===== src/rtl/core/ddf_pkg.sv =====
// ----------------------------------------------------------------------------
// Decimal digit formatter package
// Beat types and symbol codes shared by the formatter and its checker.
// ----------------------------------------------------------------------------
package ddf_pkg;

  localparam int unsigned ValueW  = 32;
  localparam int unsigned CountW  = 4;
  localparam int unsigned SymbolW = 4;
  localparam int unsigned BitCntW = 5;

  localparam logic [SymbolW-1:0] SymPoint = 4'd10;

  typedef struct packed {
    logic [ValueW-1:0] value;
    logic [CountW-1:0] min_int_digits;
    logic [CountW-1:0] frac_digits;
  } ddf_in_t;

  typedef struct packed {
    logic [SymbolW-1:0] symbol;
    logic               last;
  } ddf_out_t;

  // Per-cycle controls for the BCD cell row.
  typedef struct packed {
    logic clear;   // zero every digit
    logic dabble;  // add-3 correct and shift one binary bit in
    logic shift;   // move digits up by one position
  } cell_ctrl_t;

endpackage


===== src/rtl/core/ddf_cell.sv =====
// ----------------------------------------------------------------------------
// Decimal digit formatter BCD cell
// One decimal digit of the double-dabble row; also shifts digits upward.
// ----------------------------------------------------------------------------
module ddf_cell (
  input  logic              clk_i,
  input  ddf_pkg::cell_ctrl_t ctrl_i,
  input  logic              carry_i,
  input  logic [3:0]        digit_i,
  output logic              carry_o,
  output logic [3:0]        digit_o
);
  import ddf_pkg::*;

  logic [3:0] digit_q, digit_d;
  logic [3:0] adj;

  // Correct digits of five or more so the doubling carries out decimally.
  assign adj     = (digit_q >= 4'd5) ? digit_q + 4'd3 : digit_q;
  assign carry_o = adj[3];
  assign digit_o = digit_q;

  always_comb begin
    digit_d = digit_q;
    if (ctrl_i.clear) begin
      digit_d = 4'd0;
    end else if (ctrl_i.dabble) begin
      digit_d = {adj[2:0], carry_i};
    end else if (ctrl_i.shift) begin
      digit_d = digit_i;
    end
  end

  always_ff @(posedge clk_i) begin
    digit_q <= digit_d;
  end

endmodule


===== src/rtl/core/decimal_digit_formatter.sv =====
// ----------------------------------------------------------------------------
// Decimal digit formatter
// Binary to decimal symbols with leading-zero blanking and a decimal point.
// ----------------------------------------------------------------------------
// One beat in carries a 32-bit value, a minimum integer width and a fraction
// width; the block returns the shown digits most significant first, with a
// point symbol (code 10) ahead of the first fractional digit and last set on
// the final digit. A value of zero with both widths zero returns no beats.
// One item at a time: the input stalls while an item is in work. Each item
// first runs serial double dabble through the row of BCD cells, one value
// bit per cycle; then the row shifts up one digit position per cycle past
// the emit logic, except while an output stall or a point symbol holds it.
// ----------------------------------------------------------------------------
module decimal_digit_formatter #(
  parameter int unsigned NUM_DIGITS = 10
) (
  input  logic             clk_i,
  input  logic             rst_ni,
  input  logic             in_valid_i,
  output logic             in_stall_o,
  input  ddf_pkg::ddf_in_t in_data_i,
  output logic             out_valid_o,
  input  logic             out_stall_i,
  output ddf_pkg::ddf_out_t out_data_o
);
  import ddf_pkg::*;

  localparam int unsigned PosW = (NUM_DIGITS > 1) ? $clog2(NUM_DIGITS) : 1;
  localparam int unsigned CmpW = (PosW + 1 > CountW + 1) ? PosW + 1 : CountW + 1;
  localparam logic [PosW-1:0] TopPos = PosW'(NUM_DIGITS - 1);

  // Sequencer codes.
  localparam logic [1:0] StIdle = 2'd0;
  localparam logic [1:0] StConv = 2'd1;
  localparam logic [1:0] StEmit = 2'd2;

  logic [1:0]         state_q, state_d;
  logic [BitCntW-1:0] bit_cnt_q, bit_cnt_d;
  logic [PosW-1:0]    pos_q, pos_d;
  logic               seen_q, seen_d;
  logic               point_done_q, point_done_d;
  logic               out_valid_q, out_valid_d;

  // Payload registers: no reset needed.
  logic [ValueW-1:0]  val_q, val_d;
  logic [CountW-1:0]  min_int_q, min_int_d;
  logic [CountW-1:0]  frac_q, frac_d;
  ddf_out_t           out_q, out_d;

  cell_ctrl_t         cell_ctrl;
  logic [NUM_DIGITS:0]  carry;
  logic [3:0]         digit [NUM_DIGITS];

  logic               in_acc;
  logic               step_en;
  logic [3:0]         top_digit;
  logic [CmpW-1:0]    keep_ext, pos_ext, frac_ext;
  logic               show, at_point, emit_point, advance;

  assign in_acc = in_valid_i && !in_stall_o;
  assign in_stall_o = (state_q != StIdle);

  // Row of BCD cells; the value enters at cell 0 MSB first, and during
  // emission digits move towards the top cell, which feeds the emit logic.
  assign carry[0] = val_q[ValueW-1];

  for (genvar g = 0; g < NUM_DIGITS; g++) begin : g_cell
    logic [3:0] lower;
    if (g == 0) begin : g_bottom
      assign lower = 4'd0;
    end else begin : g_upper
      assign lower = digit[g-1];
    end
    ddf_cell u_cell (
      .clk_i   (clk_i),
      .ctrl_i  (cell_ctrl),
      .carry_i (carry[g]),
      .digit_i (lower),
      .carry_o (carry[g+1]),
      .digit_o (digit[g])
    );
  end

  assign top_digit = digit[NUM_DIGITS-1];

  // Blank a position until a nonzero digit appears or it lies within the
  // kept width; the point goes just ahead of the digit at frac - 1.
  assign keep_ext = CmpW'(min_int_q) + CmpW'(frac_q);
  assign pos_ext  = CmpW'(pos_q);
  assign frac_ext = CmpW'(frac_q);

  assign step_en    = (state_q == StEmit) && (!out_valid_q || !out_stall_i);
  assign show       = seen_q || (top_digit != 4'd0) || (keep_ext > pos_ext);
  assign at_point   = (frac_q != '0) && (frac_ext == pos_ext + CmpW'(1));
  assign emit_point = show && at_point && !point_done_q;
  assign advance    = step_en && !emit_point;

  always_comb begin
    cell_ctrl.clear  = in_acc;
    cell_ctrl.dabble = (state_q == StConv);
    cell_ctrl.shift  = advance;
  end

  always_comb begin
    state_d      = state_q;
    bit_cnt_d    = bit_cnt_q;
    pos_d        = pos_q;
    seen_d       = seen_q;
    point_done_d = point_done_q;
    val_d        = val_q;
    min_int_d    = min_int_q;
    frac_d       = frac_q;
    out_valid_d  = out_valid_q;
    out_d        = out_q;

    // Drop the held beat once taken.
    if (out_valid_q && !out_stall_i) begin
      out_valid_d = 1'b0;
    end

    case (state_q)
      StIdle: begin
        if (in_acc) begin
          val_d     = in_data_i.value;
          min_int_d = in_data_i.min_int_digits;
          frac_d    = in_data_i.frac_digits;
          bit_cnt_d = BitCntW'(ValueW - 1);
          state_d   = StConv;
        end
      end
      StConv: begin
        val_d = {val_q[ValueW-2:0], 1'b0};
        if (bit_cnt_q == '0) begin
          pos_d        = TopPos;
          seen_d       = 1'b0;
          point_done_d = 1'b0;
          state_d      = StEmit;
        end else begin
          bit_cnt_d = bit_cnt_q - BitCntW'(1);
        end
      end
      StEmit: begin
        if (step_en && show) begin
          out_valid_d = 1'b1;
          if (emit_point) begin
            out_d.symbol = SymPoint;
            out_d.last   = 1'b0;
          end else begin
            out_d.symbol = top_digit;
            out_d.last   = (pos_q == '0);
          end
        end
        if (emit_point && step_en) begin
          point_done_d = 1'b1;
        end
        if (advance) begin
          if (top_digit != 4'd0) begin
            seen_d = 1'b1;
          end
          if (pos_q == '0) begin
            state_d = StIdle;
          end else begin
            pos_d = pos_q - PosW'(1);
          end
        end
      end
      default: begin
        state_d = StIdle;
      end
    endcase
  end

  always_ff @(posedge clk_i or negedge rst_ni) begin
    if (!rst_ni) begin
      state_q      <= StIdle;
      bit_cnt_q    <= '0;
      pos_q        <= '0;
      seen_q       <= 1'b0;
      point_done_q <= 1'b0;
      out_valid_q  <= 1'b0;
    end else begin
      state_q      <= state_d;
      bit_cnt_q    <= bit_cnt_d;
      pos_q        <= pos_d;
      seen_q       <= seen_d;
      point_done_q <= point_done_d;
      out_valid_q  <= out_valid_d;
    end
  end

  always_ff @(posedge clk_i) begin
    val_q     <= val_d;
    min_int_q <= min_int_d;
    frac_q    <= frac_d;
    out_q     <= out_d;
  end

  assign out_valid_o = out_valid_q;
  assign out_data_o  = out_q;

endmodule


===== config.mk =====
export PLATFORM = sky130hd
export DESIGN_NAME = decimal_digit_formatter
export DESIGN_NICKNAME = d
export VERILOG_FILES = /design/src/rtl/core/ddf_pkg.sv /design/src/rtl/core/ddf_cell.sv /design/src/rtl/core/decimal_digit_formatter.sv
export SDC_FILE = /design/constraint.sdc
export NUM_CORES = 1
export LEC_CHECK = 0
export ABC_AREA = 0
export BUFFER_PORTS_ARGS = -buffer_cell sky130_fd_sc_hd__buf_2
export CORE_ASPECT_RATIO = 0.7
export CORE_UTILIZATION = 35
export DETAILED_ROUTE_END_ITERATION = 8
export PLACE_DENSITY = 0.54
export SLEW_MARGIN = 20
export SYNTH_ARGS = -nofsm -noshare
export SYNTH_HDL_FRONTEND = slang
export SYNTH_HIERARCHICAL = 1
export SYNTH_SLANG_ARGS = --single-unit

===== constraint.sdc =====
create_clock -name clk_i -period 7.5 [get_ports clk_i]
set_input_delay 0.375 -clock clk_i [delete_from_list [all_inputs] [get_ports clk_i]]
set_output_delay 0.375 -clock clk_i [all_outputs]
set_load 0.03 [all_outputs]

* After elaboration in Yosys (flattened, before gate mapping)
Cells that the tools add are included.
** Word-level totals
- Register bits after elaboration :: 99
- Input bits :: 44
- Output and inout bits :: 7
- Logic and storage cells :: 144
** Operators by class
- Add/sub/neg operators :: 14
- Order comparisons :: 11
- Equal/unequal tests :: 11
- Multiplexer cells :: 53
- Reduce and logical (&&, ||, !) cells :: 34
** Operator list (count)
- 4-bit two-way mux :: 32
- 32-bit case mux with 2 select lines :: 1
- 4-bit by 3-bit >= comparator with 1-bit output (second input constant) :: 10
- 4-bit by 2-bit adder with 4-bit output (second input constant) :: 9
- 32-bit two-way mux :: 1
- 4-bit AND reduction :: 3
- 5-bit two-way mux :: 2
- 5-bit case mux with 2 select lines :: 1
- 1-bit logical AND :: 9
- 2-bit two-way mux :: 4
- 2-bit by 1-bit inequality test with 1-bit output (second input constant) :: 4
- 2-bit inequality test (second input constant) :: 4
- 4-bit case mux with 2 select lines :: 1
- 2-bit nonzero test :: 4
- 4-bit nonzero test :: 2
- 1-bit two-way mux :: 7
- 2-bit case mux with 3 select lines :: 1
- 2-bit AND reduction :: 3
- 3-bit AND reduction :: 2
- 4-bit by 1-bit adder with 5-bit output (second input constant) :: 1
- 4-bit by 4-bit adder with 5-bit output :: 1
- 4-bit by 5-bit == test with 1-bit output :: 1
- 5-bit by 4-bit > comparator with 1-bit output :: 1
- 1-bit logical NOT :: 5
- other kinds (11) :: 14

* Logic depth before layout (Yosys ltp)
Gate-level depths: netlist of the first run.
- Depth after elaboration :: 9
- Gate-level depth with buffers :: 14
- Mapped depth without buffers :: 14

* By module
Netlist of the first run, hierarchy kept.
** Modules (own cells, without submodules)
- decimal_digit_formatter :: instances 1, cells an instance 267, area each 2841.5 µm², sequential area each 1701.6 µm²
- ddf_cell :: instances 10, cells an instance 35, area each 280.3 µm², sequential area each 80.1 µm²

* Least setup slack after synthesis of the first run
Ideal clock, no wire load.
- Path type :: reg2reg
- Start :: register frac_q[1]
- End :: register g_cell[0].u_cell.digit_q[0]
- Library setup time :: 170 ps
- Arrival time :: 3673 ps
- Required time :: 7330 ps
- Slack :: 3657 ps
- Cell stages (with the launch flop) :: 15
- Buffers on the path :: 0
- Period minus slack after synthesis :: 3843 ps
- Path through :: edfxtp_1 -> ha_1 -> a21o_1 -> a21oi_1 -> xnor2_1 -> ha_1 -> a21oi_1 -> nand3_1 -> a221oi_4 -> o21ai_2 -> inv_1 -> mux2i_1 -> nor2_1 -> a21oi_1 -> nor2_1
** Between the ends
- Longest elaborated chain between the ends :: 8
- Elaborated cells between the ends (all ways) :: 11
- Classes of those cells :: add/sub (1); order compare (1); eq/ne (1); reduce/logical (8)
** RTL lines
- start: declaration :: line decimal_digit_formatter.sv:47 : logic [CountW-1:0] frac_q, frac_d;
- start signal: assignment :: line decimal_digit_formatter.sv:194 : frac_q <= frac_d;
- 4-bit by 4-bit adder with 5-bit output :: line decimal_digit_formatter.sv:88 : assign keep_ext = CmpW'(min_int_q) + CmpW'(frac_q);
- 5-bit by 4-bit > comparator with 1-bit output :: line decimal_digit_formatter.sv:93 : assign show = seen_q || (top_digit != 4'd0) || (keep_ext > pos_ext);
- 1-bit logical OR :: line decimal_digit_formatter.sv:93
- 1-bit logical AND (*) (2 in series) :: line decimal_digit_formatter.sv:95 : assign emit_point = show && at_point && !point_done_q;
- 1-bit logical NOT (*) :: line decimal_digit_formatter.sv:96 : assign advance = step_en && !emit_point;
- 1-bit logical AND (*) :: line decimal_digit_formatter.sv:96
- named net advance :: line decimal_digit_formatter.sv:58 : logic show, at_point, emit_point, advance;
- 2-bit nonzero test (no source line) (*)
- end signal: assignment :: line ddf_cell.sv:35 : digit_q <= digit_d;
- end: declaration :: line ddf_cell.sv:15 : logic [3:0] digit_q, digit_d;
Mark *: on every way through the listed nets, which the timed path passes. The rest lies on a longest branch.
A chain may end at the register's enable or synchronous reset.

* Worst setup path after layout of the first run
- Start :: register frac_q[0]
- End :: register g_cell[6].u_cell.digit_q[2]
** Between the ends
- Longest elaborated chain between the ends :: 8
- Elaborated cells between the ends (all ways) :: 11
- Classes of those cells :: add/sub (1); order compare (1); eq/ne (1); reduce/logical (8)
** RTL lines (line)
- 4-bit by 4-bit adder with 5-bit output :: decimal_digit_formatter.sv:88
- 5-bit by 4-bit > comparator with 1-bit output :: decimal_digit_formatter.sv:93
- 1-bit logical OR :: decimal_digit_formatter.sv:93
- 1-bit logical AND (*) (2 in series) :: decimal_digit_formatter.sv:95
- 1-bit logical NOT (*) :: decimal_digit_formatter.sv:96
- 1-bit logical AND (*) :: decimal_digit_formatter.sv:96
- named net advance :: decimal_digit_formatter.sv:58
- 2-bit nonzero test (no source line) (*)
- end signal: assignment :: ddf_cell.sv:35
- end: declaration :: ddf_cell.sv:15
Marks and branches as above.

==> impl_metrics.py, run 1 <==
metrics = {
    "cts": {
        "path_clk_slew_ps": 70,
        "clockBufferDepth": 2,
        "cts_max_level": 3,
        "clk_latency_ps": 350,
        "cts.repair.resized": 0,
        "post_cts_buffers": 0,
        "cts.sinks": 99,
        "tritoncts": "built",
        "cts-buffers-inserted": 9,
        "cts_root_buf": "clkbuf_16",
        "cts_hold_buf": 1,
    },
    "synthesis": {
        "synthCells": 613,
        "netlist_area_um2": 5620,
        "ys_warn_count": 6,
        "postSynthAreaPerCell_um2": 9.17,
    },
    "detailed_routing": {
        "wirelength_um": 11500,
        "drc_errors": 0,
        "wl_per_cell_um": 13.2,
        "dr.first_iter.drc_count": 273,
        "first_pass_iters": 4,
        "avgViaCountPerCell": 5.03,
        "postRouteAntennaNets": 0,
        "vias": 4375,
    },
    "global_route": {
        "grt_pass1_wl_um": 19400,
        "grt_use_met3_pct": 3.65,
        "grt_pass1_vias": 3967,
        "grt_max_degree": 102,
        "grtUsageMet1_pct": 20.7,
        "grt_use_total_pct": 14.5,
        "antenna_found_initial": 0,
        "met2_usage_pct": 21.4,
        "gr-total-overflow": 0,
        "grt-busiest-layer": "met2",
    },
    "timing": {
        "tightest_slew_ps": 964,
        "period_minus_slack_ps": 3820,
        "finalCritPeriodShare_pct": 50.9,
        "setup_viol": 0,
        "hold_viol": 0,
        "rsz0062_at_grt": "no",
        "setup_tns_ps": 0,
        "relSlewSlack_pct": 35.7,
        "skew_ps": 9.48,
        "fmax_ghz": 0.262,
        "drv_slew": 0,
    },
    "die": {
        "rows": 38,
        "die_h_um": 108,
        "initial_core_util_pct": 36.1,
        "die_w_um": 153,
        "ios": 51,
        "core_um2": 15600,
        "die-area_um2": 16600,
    },
    "power_and_ir_drop": {
        "power_density_nw_per_um2": 410,
        "p_leak_nw": 2.62,
        "peakVddDrop_mv": 0.144,
        "power_mw": 2.61,
    },
    "flow_run": {
        "cap_viol_max_count": 0,
    },
    "placed_design": {
        "gp_congestion": 0.762,
        "numPortBuffers": 50,
        "hpwl_um": 7480,
        "place_area_um2": 6060,
    },
    "outcome": {
        "status": "complete, no violations",
    },
    "critical_path": {
        "arrival_ps": 4070,
        "critPathKind": "flop to flop",
        "crit_path_end_kind": "flop",
        "critPathMaxFanout": 53,
        "crit_path_start_kind": "flop",
        "cp_data_required_time_ps": 7750,
    },
    "layout": {
        "layout-drive-gt1-share_pct": 14.2,
        "fin_nets": 741,
        "syn_to_final_growth_pct": 13.2,
        "fin_area_um2": 6360,
        "diodes": 0,
    },
    "hold_path": {
        "hp-class": "input port to flop",
    },
}
power breakdown:
group,switching [mW],internal [mW],total (mW)
logic,0.627,0.486,1.11
registers,0.192,0.848,1.04
clock network,0.224,0.234,0.458
total,1.04,1.57,2.61
worst paths after layout:
check	endpoint	start	cells after the start	slack, ps
worst max-delay path	g_cell[6].u_cell/digit_o[2]$_SDFFE_PP0P_	frac_q[0]$_DFFE_PP_	12	3680
worst min-delay path	frac_q[3]$_DFFE_PP_	in_data_i[3]	1	200
worst max register to register	g_cell[6].u_cell/digit_o[2]$_SDFFE_PP0P_	frac_q[0]$_DFFE_PP_	12	3680
worst min register to register	g_cell[0].u_cell/digit_o[0]$_SDFFE_PP0P_	val_q[31]$_DFFE_PP_	2	490
max in group asynchronous	pos_q[2]$_DFFE_PN0P_	rst_ni	2	6810
min in group asynchronous	bit_cnt_q[0]$_DFFE_PN0P_	rst_ni	2	440
per-stage QoR:
stage | util, % | hold slack, ps | setup WS, ps | instances
after floorplan | - | 79.4 | 3660 | 616
after global placement | 38.9 | 290 | 3760 | 852
after detailed placement | 38.9 | 294 | 3630 | 852
after CTS | 40.8 | 187 | 3620 | 869
after global routing | 40.8 | 191 | 3340 | 869
final | 40.8 | 198 | 3680 | 869
worst max-delay path, stage by stage, from the launching register on:
cell	delay, ps
edfxtp_1	440
ha_1	240
fa_1	400
xor2_1	180
ha_1	310
nand4b_1	110
nand3_1	130
a221oi_4	90
o21ai_2	300
clkinv_2	740
nor2_1	380
nand2_1	90
a221oi_1	270
metal layers:
layer	share of wire, %	up-vias
met2	43	64
met3	3.8	12
met5	0	-
met1	53	2028
li1	-	2271
met4	1.0	0
cells in the final DEF (no fill, tap or decap), drive strengths merged, types with 11 or more instances in the layout:
cell type,instances
nand2,144
buf,54
a21oi,48
nor2,46
edfxtp,45
dfxtp,40
inv,33
ha,32
o21ai,32
mux2i,20
dfrtp,14
nand2b,13
a31oi,12
o21a,12
nand4b,11
a221oi,11
registers in the layout, indices dropped and copies added (netlist names):
signal	cells
seen_q	1
min_int_q	4
g_cell.u_cell/digit_o	40
out_data_o	5
state_q	2
bit_cnt_q	5
frac_q	4
val_q	32
pos_q	4
point_done_q	1
out_valid_o	1
layout make-up:
class | count | area (um2)
fill | 1536 | 9230
clock inverter | 7 | 66.3
multi-input combinational | 468 | 2910
timing repair buffer | 55 | 290
clock buffer | 9 | 225
inverter | 31 | 119
sequential | 99 | 2500
tap | 200 | 250
No activity file was read; power rests on OpenSTA's default activity.
==> run 2, diff against run 1 <==
==> constraint.sdc (replaced) <==
create_clock -name clk_i -period 3.8 [get_ports clk_i]
set_input_delay 0.19 -clock clk_i [delete_from_list [all_inputs] [get_ports clk_i]]
set_output_delay 0.19 -clock clk_i [all_outputs]
set_load 0.03 [all_outputs]
==> run 2 against run 1 <==
Cell count rose by 0.46%. Clock skew up 4.2 ps. Total power is 100% higher. Wire length grew 3.9%. Fmax grew 14%. Sequential cell count is the same. Worst hold slack worse by 190 ps. Clock power increased by 110%. Non-clock buffer count grew 4.
==> impl_metrics.py, run 2 (synthesized netlist as in run 1, its figures left out) <==
metrics = {
    "timing": {
        "setup_tns_ps": 0,
        "finalCritPeriodShare_pct": 88.3,
        "fmax_ghz": 0.298,
        "period_minus_slack_ps": 3360,
        "tightest_slew_ps": 910,
        "drv_slew": 0,
        "hold_viol": 0,
        "relSlewSlack_pct": 39.3,
        "rsz0062_at_grt": "no",
        "skew_ps": 13.7,
        "setup_viol": 0,
    },
    "detailed_routing": {
        "first_pass_iters": 4,
        "dr.first_iter.drc_count": 247,
        "postRouteAntennaNets": 0,
        "avgViaCountPerCell": 5.14,
        "vias": 4491,
        "wl_per_cell_um": 13.6,
        "drc_errors": 0,
        "wirelength_um": 11900,
    },
    "layout": {
        "layout-drive-gt1-share_pct": 14.4,
        "final_cell_count_no_fill": 873,
        "final_cell_mix": "144 x nand2_1, 50 x buf_2, 46 x nor2_1",
        "fin_nets": 745,
        "fill_cells": 1564,
        "syn_to_final_growth_pct": 14.7,
        "seq_area_um2": 2500,
        "layout_commonest_cell": "nand2_1",
        "diodes": 0,
        "largest_reg_flops": 40,
        "multi_input_area_um2": 2910,
    },
    "hold_path": {
        "hp-class": "input port to flop",
        "hp-start": "in_data_i[2]",
    },
    "cts": {
        "clockBufferDepth": 2,
        "cts-buffers-inserted": 9,
        "cts_root_buf": "clkbuf_16",
        "tritoncts": "built",
        "path_clk_slew_ps": 80,
        "cts_hold_buf": 3,
        "post_cts_buffers": 0,
        "cts.repair.resized": 0,
        "cts_max_level": 3,
        "cts.sinks": 99,
        "clk_latency_ps": 360,
    },
    "critical_path": {
        "slowest_delay_ps": 450,
        "arrival_ps": 3580,
        "r2r-end": "g_cell[4].u_cell/digit_o[0]$_SDFFE_PP0P_",
        "cpMaxStageDelayCell": "edfxtp_1",
        "r2r_start": "frac_q[1]$_DFFE_PP_",
        "critPathKind": "flop to flop",
        "worstRegToRegCells": 15,
        "crit_family": "compound AO/OA/AOI/OAI gates",
        "path_cells": "ha_1 -> a21o_1 -> a21oi_1 -> xnor2_1 -> ha_1 -> a21oi_1 -> nand3_1 -> a221oi_4 -> o21ai_2 -> clkinvlp_4 -> buf_12 -> mux2i_1 -> nor2_1 -> a21oi_1 -> nor2_1",
        "reg2reg_slack_ps": 440,
        "cp_data_required_time_ps": 4020,
        "cp_common_cell": "a21oi_1",
        "crit_path_end_kind": "flop",
        "crit_start": "frac_q[1]$_DFFE_PP_",
        "crit_path_start_kind": "flop",
        "critPathMaxFanout": 53,
        "critPathCapture": "g_cell[4].u_cell/digit_o[0]$_SDFFE_PP0P_",
        "cp.buffers_inverters": 2,
        "cp.depth": 15,
    },
    "global_route": {
        "grt_pass1_wl_um": 20300,
        "gr-total-overflow": 0,
        "grt_use_total_pct": 15.1,
        "grt_pass1_vias": 4142,
        "antenna_found_initial": 0,
        "grt_max_degree": 85,
    },
    "placed_design": {
        "hpwl_um": 7920,
        "numPortBuffers": 50,
        "place_inst": 854,
        "gp_congestion": 0.772,
    },
    "die": {
        "initial_core_util_pct": 36.1,
        "die-area_um2": 16600,
        "ios": 51,
        "die_w_um": 153,
        "rows": 38,
        "core_um2": 15600,
        "die_h_um": 108,
    },
    "power_and_ir_drop": {
        "power_density_nw_per_um2": 811,
        "peakVddDrop_mv": 0.278,
        "p_leak_nw": 2.65,
    },
    "outcome": {
        "status": "complete, no violations",
    },
    "flow_run": {
        "cap_viol_max_count": 0,
    },
}
-- run 2: cell types whose count changed in the layout (fill, tap and decap cells not counted), sizes merged --
| cell | change |
|---|---|
| dlygate4sd3 | +2 |
| inv | -2 |
| buf | +2 |
| clkinv | +2 |
-- run 2: metal layers --
layer,routed length [um],part of all wire (%),track usage (%),vias up
li1,-,-,-,2277
met1,6190,52,21.8,2117
met2,5060,43,22.4,87
met3,526,4.4,3.53,10
met4,118,0.99,4.07,0
met5,0,0,0,-
-- run 2: power breakdown --
group          internal, mW  switching, mW  leakage (nW)
logic                 0.979           1.25          1.54
registers              1.67          0.382         0.962
clock network         0.473          0.470         0.148
total                  3.13           2.11          2.65
-- run 2: worst reg2reg max path: cells and delay by family (launching register included) --
| kind | cells | cell delay [ps] |
|---|---|---|
| simple gates | 3 | 230 |
| buf+inv | 2 | 380 |
| fa+ha+maj | 2 | 600 |
| flops | 1 | 450 |
| mux | 1 | 260 |
| xor+xnor | 1 | 150 |
| compound gates | 6 | 1150 |
-- run 2: cell type report --
cell class                      count  share of cell area (%)
Inverter                           31                    1.90
Timing Repair Buffer               59                    5.43
Multi-Input combinational cell    468                    45.1
Clock inverter                      7                    1.36
Tap cell                          200                    3.88
Clock buffer                        9                    3.49
Sequential cell                    99                    38.8
-- run 2: stage by stage --
| step | total power, mW | hold WS, ps | util (%) | instance area, um2 | setup WS (ps) |
|---|---|---|---|---|---|
| global placement | 4.21 | 106 | 39.1 | 6100 | 526 |
| CTS | 5.30 | 2.58 | 41.3 | 6450 | 406 |
| global route | 5.72 | 6.63 | 41.4 | 6450 | 175 |
| finish | 5.23 | 12.7 | 41.4 | 6450 | 444 |
| detailed placement | 4.33 | 116 | 39.1 | 6100 | 409 |
| floorplan | 3.82 | -106 | - | 5640 | 328 |
-- run 2: worst min path at each step --
| stage | slack [ps] | end | depth (start not counted) |
|---|---|---|---|
| after floorplan | -110 | bit_cnt_q[0]$_DFFE_PN0P_ | 0 |
| after global placement | 110 | pos_q[1]$_DFFE_PN0P_ | 1 |
| after detailed placement | 120 | pos_q[1]$_DFFE_PN0P_ | 1 |
| after CTS | 3 | frac_q[2]$_DFFE_PP_ | 1 |
| after global routing | 7 | frac_q[2]$_DFFE_PP_ | 1 |
| final | 10 | frac_q[2]$_DFFE_PP_ | 1 |
==> run 3, diff against run 2 <==
--- a/config.mk
+++ b/config.mk
@@ -8,9 +8,9 @@
 export ABC_AREA = 0
 export BUFFER_PORTS_ARGS = -buffer_cell sky130_fd_sc_hd__buf_2
 export CORE_ASPECT_RATIO = 0.7
-export CORE_UTILIZATION = 35
+export CORE_UTILIZATION = 55
 export DETAILED_ROUTE_END_ITERATION = 8
-export PLACE_DENSITY = 0.54
+export PLACE_DENSITY = 0.77
 export SLEW_MARGIN = 20
 export SYNTH_ARGS = -nofsm -noshare
 export SYNTH_HDL_FRONTEND = slang
==> constraint.sdc (replaced) <==
create_clock -name clk_i -period 3.9 [get_ports clk_i]
set_input_delay 0.195 -clock clk_i [delete_from_list [all_inputs] [get_ports clk_i]]
set_output_delay 0.195 -clock clk_i [all_outputs]
set_load 0.03 [all_outputs]
==> run 3 against run 2 <==
Die area down 36%. Core utilization up 23 points. Fmax down 0.53%. Clock power down 8.9%. Design area down 2.2%. Largest power group unchanged.
==> impl_metrics.py, run 3 (synthesized netlist as in run 1, its figures left out) <==
metrics = {
    "critical_path": {
        "critPathMaxFanout": 53,
        "cp_data_required_time_ps": 4140,
        "worstRegToRegCells": 15,
        "arrival_ps": 3610,
        "crit_path_end_kind": "flop",
        "path_cells": "ha_1 -> a21o_1 -> a21oi_1 -> xnor2_1 -> ha_1 -> a21oi_1 -> nand3_1 -> a221oi_4 -> o21ai_2 -> inv_2 -> buf_12 -> mux2i_1 -> nor2_1 -> a21oi_1 -> nor2_1",
        "critPathKind": "flop to flop",
        "cp_common_cell": "a21oi_1",
        "slowest_delay_ps": 450,
        "cpMaxStageDelayCell": "edfxtp_1",
        "crit_path_start_kind": "flop",
    },
    "detailed_routing": {
        "wirelength_um": 11300,
        "drc_errors": 0,
        "avgViaCountPerCell": 5.59,
        "postRouteAntennaNets": 0,
        "vias": 4470,
        "first_pass_iters": 5,
        "dr.first_iter.drc_count": 256,
        "wl_per_cell_um": 14.1,
    },
    "outcome": {
        "status": "complete, no violations",
    },
    "layout": {
        "layout_commonest_cell": "nand2_1",
        "final_cell_mix": "144 x nand2_1, 50 x buf_2, 46 x nor2_1",
        "diodes": 0,
        "layout-drive-gt1-share_pct": 14.5,
        "syn_to_final_growth_pct": 12.1,
        "final_util_pct": 64.4,
        "final_cell_count_no_fill": 799,
        "fin_area_um2": 6300,
        "largest_reg_flops": 40,
        "fin_nets": 743,
    },
    "hold_path": {
        "worstHoldPathCells": 1,
        "hp-class": "input port to flop",
    },
    "cts": {
        "cts_root_buf": "clkbuf_16",
        "path_clk_slew_ps": 70,
        "clockBufferDepth": 2,
        "cts-buffers-inserted": 9,
        "cts_max_level": 3,
        "cts.repair.resized": 0,
        "post_cts_buffers": 0,
        "cts.sinks": 99,
        "tritoncts": "built",
        "clk_latency_ps": 350,
    },
    "placed_design": {
        "gp_congestion": 0.821,
        "hpwl_um": 7610,
        "place_inst": 782,
        "numPortBuffers": 50,
        "pre_cts_ws_ps": 596,
        "place_area_um2": 6010,
    },
    "die": {
        "rows": 30,
        "initial_core_util_pct": 57.4,
        "die-area_um2": 10600,
        "die_h_um": 86.6,
        "core_um2": 9800,
        "die_w_um": 123,
        "ios": 51,
    },
    "timing": {
        "setup_viol": 0,
        "hold_viol": 0,
        "rsz0062_at_grt": "no",
        "fin_hold_ws_ps": 22.6,
        "setup_tns_ps": 0,
        "relSlewSlack_pct": 30.6,
        "tightest_slew_ps": 1040,
        "period_minus_slack_ps": 3370,
        "skew_ps": 7.52,
        "fmax_ghz": 0.296,
        "finalWorstSetupSlack_ps": 526,
        "finalCritPeriodShare_pct": 86.5,
        "drv_slew": 0,
    },
    "flow_run": {
        "cap_viol_max_count": 0,
    },
    "global_route": {
        "gr-total-overflow": 0,
        "grt_use_total_pct": 22.5,
        "antenna_found_initial": 0,
        "grt_pass1_wl_um": 19100,
        "grt_pass1_vias": 4026,
        "grt_max_degree": 80,
    },
    "power_and_ir_drop": {
        "p_switching_mw": 2.02,
        "p_int_mw": 3.03,
        "pwr-share-comb_pct": 43.4,
        "peakVddDrop_mv": 0.338,
        "p_leak_nw": 2.64,
        "power_mw": 5.05,
        "share_seq_of_total_power_pct": 39.6,
        "power_frac_clock_pct": 17.0,
        "power_density_nw_per_um2": 801,
        "switching_share_pct": 40.0,
    },
}
==> run 3: cell types whose count changed in the layout (fill, tap and decap cells not counted) <==
cell | before | now
clkinv_4 | 0 | 2
clkinv_8 | 3 | 0
clkinvlp_4 | 2 | 1
dlygate4sd3_1 | 3 | 1
inv_2 | 0 | 2
inv_6 | 1 | 2
inv_8 | 2 | 1
==> run 3: final cells by class <==
type,count,area [um2]
Inverter,31,118
Clock buffer,9,225
Timing Repair Buffer,57,330
Sequential cell,99,2500
Fill cell,800,3490
Tap cell,128,160
Multi-Input combinational cell,468,2910
Clock inverter,7,58.8
==> run 3: what timing repair did <==
action / CTS / global route
endpoints found under the setup margin: 0 / 0
hold buffers: 1 / 0
endpoints found under the hold margin: 14 / 0
==> run 3: routing by layer <==
metal	track usage, %	part of all wire (%)	vias up
met3	5.66	4.4	12
met5	0	0	-
met1	32.2	49	2092
met2	34.5	46	95
li1	-	-	2271
met4	4.10	0.77	0
==> run 3: path summary, 6_finish.rpt <==
path	start	end	slack, ps
max in group asynchronous	rst_ni	pos_q[2]$_DFFE_PN0P_	3400
worst min register to register	bit_cnt_q[0]$_DFFE_PN0P_	bit_cnt_q[0]$_DFFE_PN0P_	500
worst min-delay path	in_data_i[2]	frac_q[2]$_DFFE_PP_	20
worst max register to register	frac_q[1]$_DFFE_PP_	g_cell[2].u_cell/digit_o[0]$_SDFFE_PP0P_	530
min in group asynchronous	rst_ni	bit_cnt_q[2]$_DFFE_PN0P_	260
worst max-delay path	frac_q[1]$_DFFE_PP_	g_cell[2].u_cell/digit_o[0]$_SDFFE_PP0P_	530
==> run 3: power by group through the flow <==
stage               Clock [mW]  Sequential (mW)  Combinational, mW
global route             0.916             2.06               2.51
finish                   0.859             2.00               2.19
detailed placement           0             2.01               2.19
global placement             0             1.99               2.06
floorplan                    0             1.91               1.82
CTS                      0.880             1.99               2.20
==> run 3: critical path, delay by kind of cell, from the launching register on <==
kind            cells  cell delay, ps
compound gates      6            1180
fa+ha+maj           2             590
flops               1             450
buf+inv             2             350
simple gates        3             270
mux                 1             260
xor+xnor            1             140
